**config.mk**
```make
export PLATFORM = sky130hd
export DESIGN_NAME = vba_div
export DESIGN_NICKNAME = d
export VERILOG_FILES = /design/src/rtl/vba_pkg.sv /design/src/rtl/vba_div.sv
export SDC_FILE = /design/constraint.sdc
export NUM_CORES = 1
export LEC_CHECK = 0
export BUFFER_PORTS_ARGS = -buffer_cell sky130_fd_sc_hd__buf_2
export CORE_MARGIN = 1
export CORE_UTILIZATION = 40
export CTS_CLUSTER_SIZE = 20
export DETAILED_ROUTE_END_ITERATION = 10
export PLACE_DENSITY = 0.6
export SLEW_MARGIN = 20
export SYNTH_ARGS = -nofsm -noshare
export SYNTH_HDL_FRONTEND = slang
export SYNTH_SLANG_ARGS = --single-unit
```
**constraint.sdc**
```tcl
create_clock -name aclk -period 3.8 [get_ports aclk]
set_input_delay 0.38 -clock aclk [delete_from_list [all_inputs] [get_ports aclk]]
set_output_delay 0.38 -clock aclk [all_outputs]
set_load 0.1 [all_outputs]
```
**src/rtl/vba_pkg.sv**
```systemverilog
`default_nettype none

package vba_pkg;

    localparam int CFG_W     = 6;
    localparam int CFG_IDX_W = 3;
    localparam int POS_W     = 5;
    localparam int REQ_W     = 2;

    localparam logic [REQ_W-1:0] REQ_LOAD = 2'd0;
    localparam logic [REQ_W-1:0] REQ_RUN  = 2'd1;
    localparam logic [REQ_W-1:0] REQ_READ = 2'd2;

    localparam logic [CFG_IDX_W-1:0] CFG_SIZE_X  = 3'd0;
    localparam logic [CFG_IDX_W-1:0] CFG_SIZE_Y  = 3'd1;
    localparam logic [CFG_IDX_W-1:0] CFG_SIZE_Z  = 3'd2;
    localparam logic [CFG_IDX_W-1:0] CFG_BLOCK_X = 3'd3;
    localparam logic [CFG_IDX_W-1:0] CFG_BLOCK_Y = 3'd4;
    localparam logic [CFG_IDX_W-1:0] CFG_BLOCK_Z = 3'd5;

    localparam logic [CFG_W-1:0] SIZE_RESET  = 6'd32;
    localparam logic [CFG_W-1:0] BLOCK_RESET = 6'd1;

    typedef struct packed {
        logic busy;
        logic done;
    } vba_div_stat_t;

endpackage

`default_nettype wire

```
**src/rtl/vba_div.sv**
```systemverilog
`default_nettype none

module vba_div
    import vba_pkg::*;
#(
    parameter int DW = 32,
    parameter int NW = 18
) (
    input  wire logic          aclk,
    input  wire logic          aresetn,
    input  wire logic          start,
    input  wire logic [DW-1:0] dividend,
    input  wire logic [NW-1:0] divisor,
    output vba_div_stat_t      stat,
    output logic      [DW-1:0] quotient
);

    localparam int CNT_W = $clog2(DW + 1);

    logic [NW-1:0]    rem_reg, rem_next;
    logic [DW-1:0]    quo_reg, quo_next;
    logic [CNT_W-1:0] cnt_reg, cnt_next;
    logic             busy_reg, busy_next;
    logic             done_reg, done_next;
    logic [NW:0]      shifted;
    logic [NW:0]      diff;

    always_comb begin
        shifted   = {rem_reg, quo_reg[DW-1]};
        diff      = shifted - {1'b0, divisor};
        rem_next  = rem_reg;
        quo_next  = quo_reg;
        cnt_next  = cnt_reg;
        busy_next = busy_reg;
        done_next = 1'b0;
        if (start) begin
            rem_next  = '0;
            quo_next  = dividend;
            cnt_next  = CNT_W'(DW);
            busy_next = 1'b1;
        end else if (busy_reg) begin
            if (!diff[NW]) begin
                rem_next = diff[NW-1:0];
                quo_next = {quo_reg[DW-2:0], 1'b1};
            end else begin
                rem_next = shifted[NW-1:0];
                quo_next = {quo_reg[DW-2:0], 1'b0};
            end
            cnt_next = cnt_reg - CNT_W'(1);
            if (cnt_reg == CNT_W'(1)) begin
                busy_next = 1'b0;
                done_next = 1'b1;
            end
        end
    end

    always_ff @(posedge aclk) begin
        if (!aresetn) begin
            busy_reg <= 1'b0;
            done_reg <= 1'b0;
            cnt_reg  <= '0;
        end else begin
            busy_reg <= busy_next;
            done_reg <= done_next;
            cnt_reg  <= cnt_next;
        end
        rem_reg <= rem_next;
        quo_reg <= quo_next;
    end

    assign stat.busy = busy_reg;
    assign stat.done = done_reg;
    assign quotient  = quo_reg;

endmodule

`default_nettype wire

```
==> metrics.md, run 1 <==
| Metric | Value |
|---|---|
| Status | finished clean |
| Pwr Density | 489 nW/um2 |
| Layout area overhead | 19.7% |
| Worst hold-check path type | in -> reg |
| Mapped Cells | 345 |
| Vias per inst | 5.23 |
| Largest cells by area after synthesis | edfxtp_1 (27%), dfxtp_1 (15%), mux2_2 (9.8%) |
| First-pass GRT wire length | 13100 um |
| CP top delay family | compound AO/OA/AOI/OAI gates |
| Antenna cells | 0 |
| DRT Pass-1 Iters | 4 |
| Grt ovf | 0 |
| Register bit total from synthesis | 58 |
| Async S/R FF share, synth | 0 |
| Fraction of layout cells with a size suffix above 1 | 0.339 |
| Number of remaining DRC errors | 0 |
| Placed cells | 525 |
| Setup TNS | 0 ns |
| Max_slew headroom | 0.565 |
| Starting Density | 0.409 |
| # H-tree levels | 3 |
| Most common cell after layout, fill and taps aside | buf_2 |
| Post-CTS Setup Inserts | 0 |
| CTS buffer count | 9 |
| Post-CTS Hold Buffers | 0 |
| Synth area leader | edfxtp_1 |
| CORE AREA | 8680 um2 |
| Arrival time at the worst endpoint | 3.61 ns |
| Register area | 1480 um2 |
| Utilization after layout | 0.490 |
| Tcrit/Tclk final | 0.886 |
| Initial antenna violation count | 0 |
| Ys flop type | edfxtp_1 |
| Crit-path most repeated cell | inv_1 |
| Final setup fails | 0 |
| IO Pins | 87 |
| Synth unique cells | 54 |
| Post-route insts no fill | 541 |
| Vias after detailed routing | 2830 |
| Number of global-route vias before repair | 2687 |
| Number of flops mapped to enable cells by yosys | 32 |
| Req. time, crit path | 4.04 ns |
| Largest net degree at the start of global routing | 33 |
| Worst Skew | 0.00918 ns |
| Die area | 9260 um2 |
| Die height | 96.3 um |
| Post-synthesis sequential area ratio | 0.417 |
| RSZ-0062 raised after global routing | no |
| Most frequent cells in the layout | buf_2 (86), edfxtp_1 (32), mux2_2 (31), inv_1 (27), dfxtp_1 (26) |
| Ys Warns | 0 |
| CP Cell Sequence | inv_1, ha_1, inv_1, fa_1, a21o_4, a311oi_2, o211ai_2, o2111ai_1, o311a_1, buf_4, nor3_1, a2111oi_2 |
| Post-CTS Resized | 0 |
| DIE WIDTH | 96.3 um |
| Routed len/inst | 14.8 um |
| Top-area cell type share of the netlist area | 0.270 |
| Root Buffer | clkbuf_8 |
| Final min period | 3.37 ns |
| Worst-path maximum fanout | 15 |
| Hpwl dp | 5660 um |
| Buffer and inverter count on the worst path | 3 |
| Crit-path max cell delay | 0.56 ns |
| Peak supply drop | 0.315 mV |
| Slowest CP cell | o311a_1 |
| Post-Syn Nets | 419 |
| Syn avg cell area | 10.3 um2 |
| Num rows | 34 |
| DRT iter0 DRCs | 126 |
| DRT antenna net count | 0 |
| Max-slew violations | 0 |
| Final Wtd Congestion | 0.827 |
| Slew @ Worst Pin | 0.649 ns |
| Multi-input gate area | 1860 um2 |
| Max cap viols | 0 |
| PortBufs | 86 |
| # fillers | 851 |
| Synthesized cell area | 3550 um2 |
| Clock Latency Late Sink | 0.34 ns |
| Clock tree buffer depth | 2 |
| Largest register FFs | 32 |
| TritonCTS Sinks | 58 |
| Total GRT Usage | 0.188 |
| CTS tree | yes |
| Lkg Pwr | 0.00192 uW |
| Endpoints failing hold | 0 |
| Routed Wire Length | 8010 um |
| FMAX | 297 MHz |
| CP Capture Type | flop |
| Critical path class | reg -> reg |
| Kind of start point of the critical path | flop |
| Clk pin slew, worst setup/hold paths | 0.07 ns |
| Nets | 502 |
==> kinds of logic (layout without fill, tap and decap cells) <==
family | after synthesis | count (layout) | share of synthesized area
fa+ha+maj | 21 | 21 | 0.0761
flops | 58 | 58 | 0.417
simple gates | 82 | 82 | 0.108
compound gates | 80 | 80 | 0.168
mux | 40 | 40 | 0.124
buf+inv | 45 | 133 | 0.0606
xor+xnor | 19 | 19 | 0.0468
==> synth_stat cells (all sizes together) (3+ instances only) <==
cell type,number
a211oi,11
a21o,10
a21oi,16
a31oi,5
and3,3
buf,7
clkbuf,11
dfxtp,26
edfxtp,32
ha,20
inv,27
mux2,31
mux2i,9
nand2,21
nand3,12
nor2,25
nor2b,4
nor3,7
o21a,3
o21ai,10
o311ai,5
o31ai,3
or3,3
xnor2,11
xor2,8
==> layer usage <==
| metal | vias up | GRT usage | routed length [um] |
|---|---|---|---|
| met5 | - | 0 | 0 |
| met4 | 0 | 0.0634 | 61 |
| met3 | 4 | 0.0632 | 640 |
| met2 | 94 | 0.278 | 3420 |
| met1 | 1297 | 0.254 | 3880 |
| li1 | 1435 | - | - |
==> area by class of cell <==
| type | instances | share of cell area |
|---|---|---|
| inverter | 27 | 0.0238 |
| timing repair buffer | 90 | 0.108 |
| multi-input combinational | 242 | 0.436 |
| tap | 108 | 0.0318 |
| sequential | 58 | 0.348 |
| clock buffer | 11 | 0.0332 |
| clock inverter | 5 | 0.0182 |
==> final timing paths <==
check | slack (ns) | endpoint | start | depth (start not counted)
worst max-delay path | 0.43 | rem_reg[14] | quotient[31] | 12
worst min-delay path | 0.28 | busy_reg | aresetn | 2
worst max register to register | 0.43 | rem_reg[14] | quotient[31] | 12
worst min register to register | 0.49 | cnt_reg[0] | cnt_reg[0] | 2
==> metrics by stage <==
| stage | area, um2 | power (uW) | hold WS [ns] | worst slack (ns) |
|---|---|---|---|---|
| global placement | 4040 | 1440 | 0.473 | 0.445 |
| detailed placement | 4040 | 1440 | 0.478 | 0.435 |
| finish | 4250 | 2080 | 0.280 | 0.431 |
| CTS | 4250 | 2100 | 0.268 | 0.387 |
| floorplan | 3550 | 1330 | 0.459 | 0.438 |
| global route | 4250 | 2180 | 0.289 | 0.138 |
==> where the power goes <==
| part | internal (uW) | switching [uW] | leakage [uW] |
|---|---|---|---|
| logic | 189 | 477 | 0.00128 |
| registers | 729 | 36.6 | 0.000535 |
| clock network | 385 | 265 | 0.000109 |
Power figures use the tool's default switching activity.
==> run 2, diff against run 1 <==
- CORE_UTILIZATION: 40 -> 51
- PLACE_DENSITY: 0.6 -> not set
- PLACE_DENSITY_LB_ADDON: not set -> 0.15
- clock period: 3.8 -> 4 ns (I/O delays scaled with it)
==> metrics.md, run 2 (synthesis results as in run 1) <==
| Metric | Value |
|---|---|
| Arrival time at the worst endpoint | 3.41 ns (was 3.61 ns) |
| Number of global-route vias before repair | 2699 (was 2687) |
| Most common cell after layout, fill and taps aside | buf_2 (unchanged) |
| DRT antenna net count | 0 (unchanged) |
| PortBufs | 86 (unchanged) |
| Num rows | 30 (was 34) |
| Worst Skew | 0.00562 ns (was 0.00918 ns) |
| Clock Latency Late Sink | 0.33 ns (was 0.34 ns) |
| Post-CTS Setup Inserts | 0 (unchanged) |
| Hpwl dp | 5430 um (was 5660 um) |
| Die height | 85.5 um (was 96.3 um) |
| # fillers | 599 (was 851) |
| Worst hold-check path type | in -> reg (unchanged) |
| Kind of start point of the critical path | flop (unchanged) |
| Max-slew violations | 0 (unchanged) |
| Endpoints failing hold | 0 (unchanged) |
| Largest register FFs | 32 (unchanged) |
| # H-tree levels | 3 (unchanged) |
| IO Pins | 87 (unchanged) |
| CTS tree | yes (unchanged) |
| Layout area overhead | 17.0% (was 19.7%) |
| Setup TNS | 0 ns (unchanged) |
| Antenna cells | 0 (unchanged) |
| Die area | 7310 um2 (was 9260 um2) |
| Fraction of layout cells with a size suffix above 1 | 0.333 (was 0.339) |
| Grt ovf | 0 (unchanged) |
| CTS buffer count | 9 (unchanged) |
| Final min period | 3.13 ns (was 3.37 ns) |
| TritonCTS Sinks | 58 (unchanged) |
| Pwr Density | 435 nW/um2 (was 489 nW/um2) |
| Initial antenna violation count | 0 (unchanged) |
| FMAX | 319 MHz (was 297 MHz) |
| DRT iter0 DRCs | 155 (was 126) |
| Starting Density | 0.526 (was 0.409) |
| Nets | 502 (unchanged) |
| Largest net degree at the start of global routing | 35 (was 33) |
| Vias per inst | 5.56 (was 5.23) |
| Worst-path maximum fanout | 26 (was 15) |
| Max_slew headroom | 0.532 (was 0.565) |
| Tot Pwr | 1810 uW (was 2080 uW) |
| Clock tree buffer depth | 2 (unchanged) |
| CORE AREA | 6760 um2 (was 8680 um2) |
| Total GRT Usage | 0.218 (was 0.188) |
| RSZ-0062 raised after global routing | no (unchanged) |
| Peak supply drop | 0.367 mV (was 0.315 mV) |
| Register area | 1480 um2 (unchanged) |
| Max cap viols | 0 (unchanged) |
| Routed len/inst | 14.5 um (was 14.8 um) |
| Critical path class | reg -> reg (unchanged) |
| Final Wtd Congestion | 0.804 (was 0.827) |
| Post-CTS Resized | 0 (unchanged) |
| Multi-input gate area | 1860 um2 (unchanged) |
| Lkg Pwr | 0.00189 uW (was 0.00192 uW) |
| Tcrit/Tclk final | 0.784 (was 0.886) |
| DRT Pass-1 Iters | 5 (was 4) |
| Clk pin slew, worst setup/hold paths | 0.06 ns (was 0.07 ns) |
| First-pass GRT wire length | 12500 um (was 13100 um) |
| Most frequent cells in the layout | buf_2 (86), edfxtp_1 (32), mux2_2 (31), inv_1 (27), dfxtp_1 (26) (unchanged) |
| CP Capture Type | flop (unchanged) |
| Utilization after layout | 0.615 (was 0.490) |
| Dpl ws | 0.856 ns (was 0.435 ns) |
| Slew @ Worst Pin | 0.702 ns (was 0.649 ns) |
| Routed Wire Length | 7460 um (was 8010 um) |
| Status | finished clean (unchanged) |
| Root Buffer | clkbuf_8 (unchanged) |
| DIE WIDTH | 85.5 um (was 96.3 um) |
| Vias after detailed routing | 2851 (was 2830) |
| Req. time, crit path | 4.28 ns (was 4.04 ns) |
| Finished Cell Area | 4160 um2 (was 4250 um2) |
| Post-CTS Hold Buffers | 0 (unchanged) |
| Number of remaining DRC errors | 0 (unchanged) |
| Final setup fails | 0 (unchanged) |
| Placed Area | 4000 um2 (was 4040 um2) |
| Final worst setup slack | 0.866 ns (was 0.431 ns) |
## run 2: changes by cell type in the layout (fill, tap and decap cells not counted)
cell	change
bufinv_16	-2
clkbuf_1	+3
clkbuf_8	-1
## run 2: per-stage QoR
stage | cells | hold slack, ns
after global placement | 497 | 0.473
after floorplan | 345 | 0.459
final | 513 | 0.324
after CTS | 513 | 0.312
after detailed placement | 497 | 0.482
after global routing | 513 | 0.326
## run 2: power by group
part | leakage [uW] | switching (uW) | internal [uW]
registers | 0.000535 | 35.0 | 692
logic | 0.00128 | 451 | 180
clock network | 0.0000774 | 226 | 223
## run 2: cell type report
type	instances	share of cell area
multi-input cells	242	0.447
flip-flops and latches	58	0.356
clock inverters	3	0.00421
inverters	27	0.0244
repair buffers	90	0.111
well taps	80	0.0241
clock buffers	13	0.0334
## run 2: worst paths after layout
check,from,to,slack (ns),cells after the start
max,quotient[31],rem_reg[13],0.87,12
min,aresetn,busy_reg,0.32,2
max reg2reg,quotient[31],rem_reg[13],0.87,12
min reg2reg,cnt_reg[0],cnt_reg[0],0.49,2
## run 2: layer usage
| metal | GRT usage | vias to the layer above | routed length, um |
|---|---|---|---|
| met2 | 0.340 | 99 | 3320 |
| li1 | - | 1438 | - |
| met1 | 0.283 | 1303 | 3460 |
| met5 | 0 | - | 0 |
| met3 | 0.0642 | 11 | 562 |
| met4 | 0.0909 | 0 | 113 |
## run 2: critical path, cell delays in order, from the launching register on
cell	delay, ns
edfxtp_1	0.40
inv_1	0.07
ha_1	0.14
inv_1	0.05
fa_1	0.42
a21o_4	0.23
a311oi_2	0.32
o211ai_2	0.20
o21a_4	0.25
o311a_1	0.28
buf_4	0.24
or3_1	0.40
nand3_1	0.07
